**src/sv/fas_pkg.sv**
```systemverilog
// ----------------------------------------------------------------------------
// Frame animation sequencer package
// Shared types, codes and constants for the sequencer and its step logic.
// ----------------------------------------------------------------------------
package fas_pkg;

  localparam int MAX_FRAMES_DEF = 64;

  localparam int CMD_W      = 3;
  localparam int FCOUNT_W   = 7;   // frame_count register and internal frame index
  localparam int FRAME_W    = 6;   // frame field of a result
  localparam int PERIOD_W   = 16;
  localparam int LOOPS_W    = 16;
  localparam int TIME_W     = 32;
  localparam int REQ_W      = 16;
  localparam int CFG_ADDR_W = 3;
  localparam int CFG_DATA_W = 16;
  localparam int IN_DATA_W  = 88;
  localparam int OUT_DATA_W = 8;

  localparam logic [PERIOD_W-1:0] PERIOD_FALLBACK = PERIOD_W'(100);

  typedef enum logic [CMD_W-1:0] {
    CMD_TICK = 3'd0,
    CMD_STOP = 3'd1,
    CMD_SET  = 3'd2,
    CMD_PLAY = 3'd3,
    CMD_BIND = 3'd4,
    CMD_INIT = 3'd5
  } cmd_t;

  typedef enum logic [CFG_ADDR_W-1:0] {
    CFG_FRAME_COUNT    = 3'd0,
    CFG_PARK_FRAME     = 3'd1,
    CFG_DEFAULT_PERIOD = 3'd2,
    CFG_DEFAULT_LOOPS  = 3'd3,
    CFG_AUTOPLAY       = 3'd4
  } cfg_addr_t;

  typedef struct packed {
    logic [FCOUNT_W-1:0] frame_count;
    logic [FRAME_W-1:0]  park_frame;
    logic [PERIOD_W-1:0] default_period;
    logic [LOOPS_W-1:0]  default_loops;
    logic                autoplay;
  } cfg_t;

  typedef struct packed {
    logic [CMD_W-1:0]           command;
    logic [TIME_W-1:0]          now_ms;
    logic signed [REQ_W-1:0]    frame_request;
    logic                       has_period;
    logic [PERIOD_W-1:0]        period_request;
    logic                       has_loops;
    logic [LOOPS_W-1:0]         loops_request;
  } item_t;

  typedef struct packed {
    logic [FCOUNT_W-1:0] frame;
    logic                running;
    logic [PERIOD_W-1:0] period;
    logic                loops_inf;
    logic [LOOPS_W-1:0]  loops;
    logic [TIME_W-1:0]   last_time;
  } anim_state_t;

  typedef struct packed {
    logic [FRAME_W-1:0] frame;
    logic               playing;
    logic               changed;
  } result_t;

endpackage

```
**src/sv/fas_step.sv**
```systemverilog
// ----------------------------------------------------------------------------
// Frame animation sequencer step
// Next-state and result logic for one command against the current state.
// ----------------------------------------------------------------------------
module fas_step #(
  parameter int MAX_FRAMES = fas_pkg::MAX_FRAMES_DEF
) (
  input  fas_pkg::cfg_t        cfg,
  input  fas_pkg::item_t       item,
  input  fas_pkg::anim_state_t st,
  output fas_pkg::anim_state_t st_next,
  output fas_pkg::result_t     res
);
  import fas_pkg::*;

  localparam int CMP_W = FCOUNT_W + 2;

  logic [FCOUNT_W-1:0] fc;
  logic [FCOUNT_W-1:0] fc_last;
  logic                has_frames;
  logic [FCOUNT_W-1:0] rest_ext;
  logic [FCOUNT_W-1:0] rest_or_zero;
  logic [FCOUNT_W-1:0] clamped;
  logic [FCOUNT_W-1:0] frame_inc;
  logic [PERIOD_W-1:0] cur_period;
  logic [PERIOD_W-1:0] dflt_period;
  logic [PERIOD_W-1:0] play_period;
  logic [LOOPS_W-1:0]  play_loops;
  logic [TIME_W-1:0]   elapsed;
  logic                changed;

  // Effective frame count: register value capped at MAX_FRAMES
  always_comb begin
    if (CMP_W'(cfg.frame_count) > CMP_W'(MAX_FRAMES)) begin
      fc = FCOUNT_W'(MAX_FRAMES);
    end else begin
      fc = cfg.frame_count;
    end
  end

  assign fc_last      = fc - FCOUNT_W'(1);
  assign has_frames   = (fc != '0);
  assign rest_ext     = FCOUNT_W'(cfg.park_frame);
  assign rest_or_zero = (rest_ext < fc) ? rest_ext : '0;
  assign frame_inc    = st.frame + FCOUNT_W'(1);
  assign cur_period   = (st.period != '0) ? st.period : PERIOD_FALLBACK;
  assign dflt_period  = (cfg.default_period != '0) ? cfg.default_period : PERIOD_FALLBACK;
  assign elapsed      = item.now_ms - st.last_time;

  // Clamp the signed request into the frame range
  always_comb begin
    if (!has_frames || item.frame_request[REQ_W-1]) begin
      clamped = '0;
    end else if (REQ_W'(item.frame_request) >= REQ_W'(fc)) begin
      clamped = fc_last;
    end else begin
      clamped = FCOUNT_W'(item.frame_request);
    end
  end

  always_comb begin
    if (item.has_period) begin
      play_period = (item.period_request != '0) ? item.period_request : PERIOD_FALLBACK;
    end else begin
      play_period = dflt_period;
    end
    play_loops = item.has_loops ? item.loops_request : cfg.default_loops;
  end

  always_comb begin
    st_next = st;
    changed = 1'b0;
    case (cmd_t'(item.command))
      CMD_TICK: begin
        if (st.running) begin
          if (!has_frames) begin
            st_next.running = 1'b0;
          end else if (st.last_time == '0) begin
            st_next.last_time = item.now_ms;
          end else if (elapsed >= TIME_W'(cur_period)) begin
            st_next.last_time = item.now_ms;
            changed           = 1'b1;
            if (frame_inc >= fc) begin
              st_next.frame = '0;
              if (!st.loops_inf && st.loops != '0) begin
                st_next.loops = st.loops - LOOPS_W'(1);
                // last loop finished: park on the rest frame
                if (st.loops == LOOPS_W'(1)) begin
                  st_next.running = 1'b0;
                  st_next.frame   = rest_or_zero;
                end
              end
            end else begin
              st_next.frame = frame_inc;
            end
          end
        end
      end
      CMD_STOP: begin
        st_next.running = 1'b0;
        st_next.frame   = rest_or_zero;
        changed         = 1'b1;
      end
      CMD_SET: begin
        st_next.frame   = clamped;
        st_next.running = 1'b0;
        changed         = 1'b1;
      end
      CMD_PLAY: begin
        if (has_frames) begin
          st_next.period    = play_period;
          st_next.loops_inf = (play_loops == '0);
          st_next.loops     = play_loops;
          st_next.running   = 1'b1;
          st_next.last_time = '0;
          st_next.frame     = '0;
        end
        changed = 1'b1;
      end
      CMD_BIND: begin
        if (!st.running && has_frames && clamped != st.frame) begin
          st_next.frame = clamped;
          changed       = 1'b1;
        end
      end
      CMD_INIT: begin
        st_next.running = 1'b0;
        if (has_frames && rest_ext >= fc) begin
          st_next.frame = fc_last;
        end else begin
          st_next.frame = rest_ext;
        end
        if (cfg.autoplay && has_frames) begin
          st_next.period    = dflt_period;
          st_next.loops_inf = (cfg.default_loops == '0);
          st_next.loops     = cfg.default_loops;
          st_next.running   = 1'b1;
          st_next.last_time = '0;
          st_next.frame     = '0;
        end
        changed = 1'b1;
      end
      default: begin
        st_next = st;
      end
    endcase
  end

  assign res.frame   = st_next.frame[FRAME_W-1:0];
  assign res.playing = st_next.running;
  assign res.changed = changed;

endmodule

```
**src/sv/frame_animation_sequencer_top.sv**
```systemverilog
// ----------------------------------------------------------------------------
// Frame animation sequencer
// Holds the frame index of one animated image and steps it on timed ticks.
// ----------------------------------------------------------------------------
// Takes one request per cycle while the output is not stalled and returns
// one result per request. A request is captured in an input register; the
// step logic (one 32-bit time subtract and compare, a frame increment and a
// clamp) then updates the state and loads the result register when the
// output can take it. Throughput is one request per clock while the output
// is not stalled; a stalled output holds the pipe while the input register
// still takes one more request.
module frame_animation_sequencer_top #(
  parameter int MAX_FRAMES = fas_pkg::MAX_FRAMES_DEF
) (
  input  logic                                clk,
  input  logic                                rst,
  // config write port
  input  logic                                cfg_wr_en,
  input  logic [fas_pkg::CFG_ADDR_W-1:0]      cfg_addr,
  input  logic [fas_pkg::CFG_DATA_W-1:0]      cfg_wdata,
  // request stream
  input  logic                                s_tvalid,
  output logic                                s_tready,
  // tdata: now_ms[31:0], frame_request[47:32], has_period[48],
  //        period_request[64:49], has_loops[65], loops_request[81:66], zero pad
  input  logic [fas_pkg::IN_DATA_W-1:0]       s_tdata,
  // tuser: command[2:0]
  input  logic [fas_pkg::CMD_W-1:0]           s_tuser,
  // result stream
  output logic                                m_tvalid,
  input  logic                                m_tready,
  // tdata: frame[5:0], playing[6], changed[7]
  output logic [fas_pkg::OUT_DATA_W-1:0]      m_tdata
);
  import fas_pkg::*;

  cfg_t        cfg;
  anim_state_t st;
  anim_state_t st_next;
  item_t       item;
  item_t       item_in;
  result_t     res;
  result_t     res_out;
  logic        item_valid;
  logic        advance;

  assign item_in.command        = s_tuser;
  assign item_in.now_ms         = s_tdata[31:0];
  assign item_in.frame_request  = s_tdata[47:32];
  assign item_in.has_period     = s_tdata[48];
  assign item_in.period_request = s_tdata[64:49];
  assign item_in.has_loops      = s_tdata[65];
  assign item_in.loops_request  = s_tdata[81:66];

  assign advance  = item_valid && (!m_tvalid || m_tready);
  assign s_tready = !item_valid || advance;

  // Config registers
  always_ff @(posedge clk) begin
    if (rst) begin
      cfg.frame_count    <= '0;
      cfg.park_frame     <= '0;
      cfg.default_period <= PERIOD_FALLBACK;
      cfg.default_loops  <= '0;
      cfg.autoplay       <= 1'b0;
    end else if (cfg_wr_en) begin
      case (cfg_addr_t'(cfg_addr))
        CFG_FRAME_COUNT:    cfg.frame_count    <= cfg_wdata[FCOUNT_W-1:0];
        CFG_PARK_FRAME:     cfg.park_frame     <= cfg_wdata[FRAME_W-1:0];
        CFG_DEFAULT_PERIOD: cfg.default_period <= cfg_wdata[PERIOD_W-1:0];
        CFG_DEFAULT_LOOPS:  cfg.default_loops  <= cfg_wdata[LOOPS_W-1:0];
        CFG_AUTOPLAY:       cfg.autoplay       <= cfg_wdata[0];
        default: begin
        end
      endcase
    end
  end

  // Input register
  always_ff @(posedge clk) begin
    if (rst) begin
      item_valid <= 1'b0;
    end else if (s_tready) begin
      item_valid <= s_tvalid;
    end
  end

  always_ff @(posedge clk) begin
    if (s_tvalid && s_tready) begin
      item <= item_in;
    end
  end

  fas_step #(
    .MAX_FRAMES (MAX_FRAMES)
  ) u_step (
    .cfg     (cfg),
    .item    (item),
    .st      (st),
    .st_next (st_next),
    .res     (res)
  );

  // Animation state: advance only when the request moves to the output
  always_ff @(posedge clk) begin
    if (rst) begin
      st.frame     <= '0;
      st.running   <= 1'b0;
      st.period    <= PERIOD_FALLBACK;
      st.loops_inf <= 1'b1;
      st.loops     <= '0;
      st.last_time <= '0;
    end else if (advance) begin
      st <= st_next;
    end
  end

  // Result register
  always_ff @(posedge clk) begin
    if (rst) begin
      m_tvalid <= 1'b0;
    end else if (advance) begin
      m_tvalid <= 1'b1;
    end else if (m_tready) begin
      m_tvalid <= 1'b0;
    end
  end

  always_ff @(posedge clk) begin
    if (advance) begin
      res_out <= res;
    end
  end

  assign m_tdata = {res_out.changed, res_out.playing, res_out.frame};

  // A finite loop count never sits at zero while playing
  a_finite_loops_nonzero: assert property (@(posedge clk) disable iff (rst)
    (st.running && !st.loops_inf) |-> (st.loops != '0))
    else $error("running with an exhausted finite loop count");

  // A request that moves on always shows up as a result
  a_advance_gives_result: assert property (@(posedge clk) disable iff (rst)
    advance |=> m_tvalid)
    else $error("advanced request produced no result");

  // State holds while no request moves on
  a_state_holds: assert property (@(posedge clk) disable iff (rst)
    !advance |=> $stable(st))
    else $error("animation state changed without a request");

  // Reset leaves playback stopped and the pipe empty
  a_reset_clears: assert property (@(posedge clk)
    rst |=> (!st.running && !item_valid && !m_tvalid))
    else $error("reset did not clear control state");

endmodule

```
**config.mk**
```make
export PLATFORM = sky130hd
export DESIGN_NAME = frame_animation_sequencer_top
export DESIGN_NICKNAME = d
export VERILOG_FILES = /design/src/sv/fas_pkg.sv /design/src/sv/fas_step.sv /design/src/sv/frame_animation_sequencer_top.sv
export SDC_FILE = /design/constraint.sdc
export NUM_CORES = 1
export LEC_CHECK = 0
export ABC_AREA = 0
export BUFFER_PORTS_ARGS = -buffer_cell sky130_fd_sc_hd__buf_2
export CORE_ASPECT_RATIO = 1.4
export CORE_MARGIN = 2
export CORE_UTILIZATION = 40
export DETAILED_ROUTE_END_ITERATION = 16
export PLACE_DENSITY_LB_ADDON = 0.1
export SYNTH_ARGS = -nofsm -noshare
export SYNTH_HDL_FRONTEND = slang
export SYNTH_SLANG_ARGS = --single-unit
```
**constraint.sdc**
```tcl
create_clock -name clk -period 5.15 [get_ports clk]
set_clock_uncertainty 0.05 [all_clocks]
set_input_delay 0.2575 -clock clk [delete_from_list [all_inputs] [get_ports clk]]
set_output_delay 0.2575 -clock clk [all_outputs]
set_load 0.02 [all_outputs]
```
==> results of run 1 <==
==> logic make-up (layout without fill, tap and decap cells) <==
kind of cell,Yosys count,after routing,share of synthesized area (%)
xor gates and xnor gates,31,31,2.18
muxes,17,17,1.38
and+or+nand+nor,456,457,18.0
DFF,214,214,41.9
buffers and inverters,136,377,4.42
AOI/OAI and AO/OA,428,430,24.7
adders and majority gates,72,72,7.31
==> worst paths after layout <==
check / to / slack (ns) / cells past startpoint
max reg2reg: st[70] / 0.13 / 21
min reg2reg: st[45] / 0.43 / 1
max: st[70] / 0.13 / 21
min: cfg[0] / 0.06 / 4
==> metal layers <==
| metal | global-route usage, % | vias to the layer above | share of wire [%] |
|---|---|---|---|
| met1 | 26.0 | 5411 | 40 |
| met2 | 43.4 | 312 | 53 |
| met5 | 0 | - | 0 |
| li1 | - | 5563 | - |
| met4 | 8.56 | 0 | 3.6 |
| met3 | 2.14 | 89 | 3.7 |
==> power by group <==
| part | total [mW] | internal [mW] | switching (mW) |
|---|---|---|---|
| registers | 1.90 | 1.84 | 0.0599 |
| logic | 0.806 | 0.350 | 0.455 |
| clock network | 1.88 | 1.17 | 0.709 |
==> state kept, by name (all words and copies together), names as in the netlist <==
| register | flops |
|---|---|
| item | 85 |
| st | 73 |
| cfg | 46 |
| m_tdata | 8 |
| item_valid | 1 |
| m_tvalid | 1 |
==> cells in the final DEF, fill, tap and decap left out, types with 17 or more instances in the layout <==
master and instances:
edfxtp_1 93, a21o_1 17, dlygate4sd3_1 103, buf_4 42
a22o_1 42, clkbuf_16 29, nor2b_1 21, dfxtp_1 119
a21oi_1 110, a211oi_1 25, nor3_1 24, nor4_1 36
o21ai_0 45, buf_2 118, nor2_1 88, a22oi_1 17
nand3_1 29, inv_1 62, nand4_1 18, nand2b_1 18
nand2_1 150, ha_1 69
==> critical path: cells and delay by family (launching register included) <==
kind	cells	cell delay, ns
compound gates	11	2.04
xor+xnor	1	0.13
flops	1	0.45
fa+ha+maj	2	0.68
buf+inv	4	0.67
simple gates	3	0.90
==> timing repair <==
| item | 4_1_cts | 5_1_grt |
|---|---|---|
| hold buffers | 103 | 0 |
| pin swaps | 4 | 32 |
| cloned | 1 | 2 |
| resized for setup | 11 | 29 |
| setup buffers | 0 | 5 |
| endpoints found under the hold margin | 125 | 0 |
| setup endpoints to repair | 57 | 63 |
==> final cells by class <==
type	count	area [µm²]	share of cell area, %
clock inverters	7	96.3	0.612
clock buffers	37	796	5.06
repair buffers	269	2030	12.9
inverters	64	240	1.53
multi-input cells	1007	6870	43.7
flip-flops and latches	214	5220	33.2
well taps	390	488	3.10
==> stage by stage <==
| step | hold WS, ns | std cells | utilization, % | TNS [ns] | area (µm²) |
|---|---|---|---|---|---|
| after detailed placement | 0.386 | 1834 | 44.2 | -5.83 | 13600 |
| after global placement | 0.384 | 1834 | 44.2 | -0.466 | 13600 |
| final | 0.0616 | 1988 | 51.2 | 0 | 15700 |
| after floorplan | 0.306 | 1354 | - | 0 | 12400 |
| after CTS | 0.0396 | 1982 | 50.7 | 0 | 15600 |
| after global routing | 0.0731 | 1988 | 51.2 | -2.20 | 15700 |
==> impl_metrics.py, run 1 <==
metrics = {
    "outcome": {
        "outcome": "complete, no violations",
    },
    "routing": {
        "routed_via_density": 5.72,
        "drt_iter0_drc": 635,
        "num_vias": 11400,
        "firstDrtPassIters": 9,
        "drc": 0,
        "ant_nets": 0,
        "routedWlPerCell_um": 19.2,
        "routed_wirelength_mm": 38.2,
    },
    "floorplanning": {
        "die_x_um": 153,
        "die_area_um2": 32500,
        "coreArea_um2": 30700,
        "row_count": 76,
        "fp.dieH_um": 213,
        "boundaryPins": 125,
        "start_util_pct": 40.5,
    },
    "flow_run": {
        "cap_viol_max_count": 0,
    },
    "global_route": {
        "overflow": 0,
        "grt_usage_pct": 22.7,
        "grt_first_pass_wirelength_mm": 59.7,
        "grt_pass1_vias": 11200,
        "antenna_found_initial": 0,
        "grt_max_degree": 94,
    },
    "placement": {
        "portBuffers": 118,
        "gp_congestion": 0.894,
        "hpwl_mm": 27.7,
        "pre_cts_ws_ns": -0.159,
    },
    "final_layout": {
        "area_growth_pct": 26.6,
        "antennaDiodeCount": 0,
        "nNetsFinal": 1767,
        "drive_above_1_share_pct": 16.7,
        "fillers": 2924,
    },
    "timing": {
        "slew_violations": 0,
        "period_minus_slack_ns": 5.02,
        "post-route-period-util_pct": 97.4,
        "rsz0062_at_grt": "true",
        "fin_ws_ns": 0.133,
        "max_freq_mhz": 199,
        "setup_viol": 0,
        "tightest_slew_ns": 1.38,
        "hold_viol_final": 0,
        "slew_headroom_pct": 7.29,
    },
    "clock_tree": {
        "clock_latency_ns": 0.53,
        "cts_buffers": 24,
        "htreeDepth": 1,
        "clk_pin_slew_ns": 0.06,
        "cts_root_buf": "clkbuf_16",
        "cts_sinks": 214,
        "clk_path_buf_depth": 3,
        "cts_tree": "yes",
    },
    "logic_synthesis": {
        "post-synth-top-count-cell": "nand2_1",
        "synth-edff-count": 93,
        "synth_warnings": 0,
        "yosysUniqueCellTypes": 93,
        "synthTopCellsByArea": "edfxtp_1 (22%), dfxtp_1 (19%), ha_1 (7.1%)",
        "synth_area_leader_cell": "edfxtp_1",
        "synth_nets": 1541,
        "ys_ff_latch": 214,
        "synth-async-reset-ratio_pct": 0,
        "yosys-top-cells-count": "nand2_1 (152), dfxtp_1 (121), a21oi_1 (114), edfxtp_1 (93), nor2_1 (92)",
        "ys_seq_area_share_pct": 41.9,
        "syn-cell-area_um2": 12400,
        "synth_top_flop_cell": "dfxtp_1",
        "yosysTopAreaCellShare_pct": 22.5,
        "syn_area_per_cell_um2": 9.18,
        "synthCells": 1354,
    },
    "power_and_ir_drop": {
        "vdd_ir_drop_max_v": 0.000250,
        "p_leak_nw": 5.89,
        "pwr_density_cell_nw_per_um2": 291,
        "report.power.total_mw": 4.59,
    },
    "critical_path": {
        "arrival_ns": 5.39,
        "crit_type": "reg -> reg",
        "critical_path_required_ns": 5.53,
        "end_kind": "flip-flop",
        "cp-startpoint": "item[53]",
        "crit_path_max_fanout": 5,
        "r2r-start": "item[53]",
        "cp_slowest_cell": "or4_1",
        "path_cells": "ha_1, a31o_1, buf_4, o211a_4, nor2_4, xnor2_2, ha_1, a21o_1, a21o_1, a21oi_2, a311oi_2, or4_1, a2111o_1, nor4_4, buf_4, a41oi_2, buf_6, buf_6, a21oi_2, a311oi_1, o21a_1",
        "startpoint_type": "flip-flop",
        "slowest_delay_ns": 0.53,
    },
    "worst_hold_path": {
        "hp-start": "cfg_addr[2]",
        "hold_class": "in -> reg",
    },
}
(Power assumes the default switching activity.)
==> run 2, diff against run 1 <==
Settings changed: CTS_BUF_LIST set to sky130_fd_sc_hd__clkbuf_16.
==> impl_metrics.py, run 2 (synthesis gave the netlist of run 1 again) <==
metrics = {
    "worst_hold_path": {
        "hold_class": "in -> reg",
        "whs_endpoint": "cfg[0]",
        "worstHoldPathCells": 4,
        "hp-start": "cfg_addr[2]",
    },
    "final_layout": {
        "final_common_cell": "nand2_1",
        "largest_reg_flops": 85,
        "mostFrequentLayoutCells": "nand2_1 (150), dfxtp_1 (119), buf_2 (118)",
        "drive_above_1_share_pct": 16.6,
        "layout.cells.non_filler": 1988,
        "largest-register": "item",
        "antennaDiodeCount": 0,
        "area_growth_pct": 26.3,
        "final_util_pct": 51.1,
        "top_regs": "item (85), st (73), cfg (46)",
        "nNetsFinal": 1767,
    },
    "global_route": {
        "antenna_found_initial": 0,
        "grt_max_degree": 94,
        "grt_first_pass_wirelength_mm": 59.5,
        "grt_usage_pct": 22.6,
        "grt_pass1_vias": 11200,
        "overflow": 0,
    },
    "placement": {
        "hpwl_mm": 27.7,
        "place_inst": 1834,
        "portBuffers": 118,
        "gp_congestion": 0.894,
        "pre_cts_ws_ns": -0.159,
    },
    "floorplanning": {
        "fp.dieH_um": 213,
        "start_util_pct": 40.5,
        "die_area_um2": 32500,
        "boundaryPins": 125,
        "coreArea_um2": 30700,
        "row_count": 76,
        "die_x_um": 153,
    },
    "routing": {
        "routed_wirelength_mm": 38.2,
        "highest_layer": "met4",
        "routedWlPerCell_um": 19.2,
        "ant_nets": 0,
        "num_vias": 11400,
        "drt_iter0_drc": 632,
        "drt-met1-wl_mm": 15.2,
        "met2WireLength_mm": 20.1,
        "dr_wl_met3_mm": 1.37,
        "firstDrtPassIters": 5,
        "routed_via_density": 5.74,
        "drc": 0,
    },
    "power_and_ir_drop": {
        "seq_power_share_pct": 42.1,
        "combinationalPowerShare_pct": 17.8,
        "p_int_mw": 3.29,
        "p_clk_share_pct": 40.1,
        "vdd_ir_drop_max_v": 0.000249,
        "report.power.total_mw": 4.52,
        "power_switching_mw": 1.23,
        "p_leak_nw": 5.89,
        "pwr_density_cell_nw_per_um2": 288,
        "switching_share_pct": 27.1,
    },
    "clock_tree": {
        "cts_root_buf": "clkbuf_16",
        "clk_pin_slew_ns": 0.06,
        "clk_path_buf_depth": 3,
        "cts_buffers": 24,
        "htreeDepth": 1,
        "cts_tree": "yes",
        "cts_sinks": 214,
        "clock_latency_ns": 0.53,
    },
    "timing": {
        "period_minus_slack_ns": 5.03,
        "post-route-period-util_pct": 97.8,
        "fin_ws_ns": 0.116,
        "setup_viol": 0,
        "hold_viol_final": 0,
        "slew_violations": 0,
        "rsz0062_at_grt": "true",
        "holdWs_ns": 0.0592,
        "slew_headroom_pct": 5.19,
        "tightest_slew_ns": 1.41,
        "max_freq_mhz": 199,
    },
    "critical_path": {
        "slowest_delay_ns": 0.53,
        "r2r-start": "item[53]",
        "arrival_ns": 5.41,
        "cp_slowest_cell": "or4_1",
        "end_kind": "flip-flop",
        "reg2regPathDepth": 21,
        "startpoint_type": "flip-flop",
        "cp_top_family": "compound AO/OA/AOI/OAI gates",
        "critPathBufInv": 4,
        "critical_path_required_ns": 5.53,
        "crit_path_max_fanout": 5,
        "path_cells": "ha_1, a31o_1, buf_4, o211a_4, nor2_4, xnor2_2, ha_1, a21o_1, a21o_1, a21oi_2, a311oi_2, or4_1, a2111o_1, nor4_4, buf_4, a41oi_2, buf_6, buf_6, a21oi_2, a311oi_1, o21a_1",
        "rrSetupSlack_ns": 0.12,
        "r2r_end": "st[70]",
        "crit_type": "reg -> reg",
    },
    "flow_run": {
        "cap_viol_max_count": 0,
    },
    "outcome": {
        "outcome": "complete, no violations",
    },
}
[run 2: changes by cell type in the layout (fill, tap and decap cells not counted)]
cell,previous run,this run
inv_1,62,66
inv_2,1,3
clkbuf_8,4,0
clkinv_1,3,5
clkbuf_1,4,0
[run 2: how the worst max path moves through the flow]
stage | startpoint | end | cells past startpoint
floorplan | item[50] | m_tdata[0] | 22
global placement | item[50] | st[18] | 22
detailed placement | item[50] | st[19] | 22
CTS | item[51] | m_tdata[4] | 20
global route | item[50] | st[70] | 24
finish | item[53] | st[70] | 21
[run 2: repair_timing]
item                                   CTS  global route
setup endpoints to repair               57            63
pin swaps                                4            31
hold buffers                           103             0
gates resized for setup                 11            29
endpoints found under the hold margin  125             0
gates cloned                             1             2
buffers inserted                         0             5
[run 2: final cells by class]
cell class	count	area (µm²)
clock buffers	29	726
clock inverters	15	126
fillers	2930	15000
inverters	64	240
multi-input cells	1007	6870
flip-flops and latches	214	5220
well taps	390	488
repair buffers	269	2030
[run 2: per-layer routing]
| layer | track usage (%) | vias to the layer above |
|---|---|---|
| met5 | 0 | - |
| met4 | 8.78 | 0 |
| met3 | 1.98 | 100 |
| met2 | 43.1 | 292 |
| met1 | 26.1 | 5460 |
| li1 | - | 5563 |
[run 2: power by group through the flow]
stage	Combinational [mW]	Clock, mW	Sequential [mW]
2_1_floorplan	0.473	0	1.92
3_3_place_gp	0.695	0	1.94
3_5_place_dp	0.700	0	1.94
4_1_cts	0.767	1.86	1.90
5_1_grt	0.884	1.92	1.91
6_report	0.806	1.81	1.90
[run 2: tightest hold or removal path: stages]
cell	delay (ns)
buf_2	0.11
nand3_1	0.09
mux2i_1	0.08
nor2_1	0.07
[run 2: metrics by stage]
stage / instance area, µm² / TNS [ns]
floorplan: 12400 / 0
global placement: 13600 / -0.466
detailed placement: 13600 / -5.83
CTS: 15500 / 0
global route: 15700 / -2.20
finish: 15700 / 0
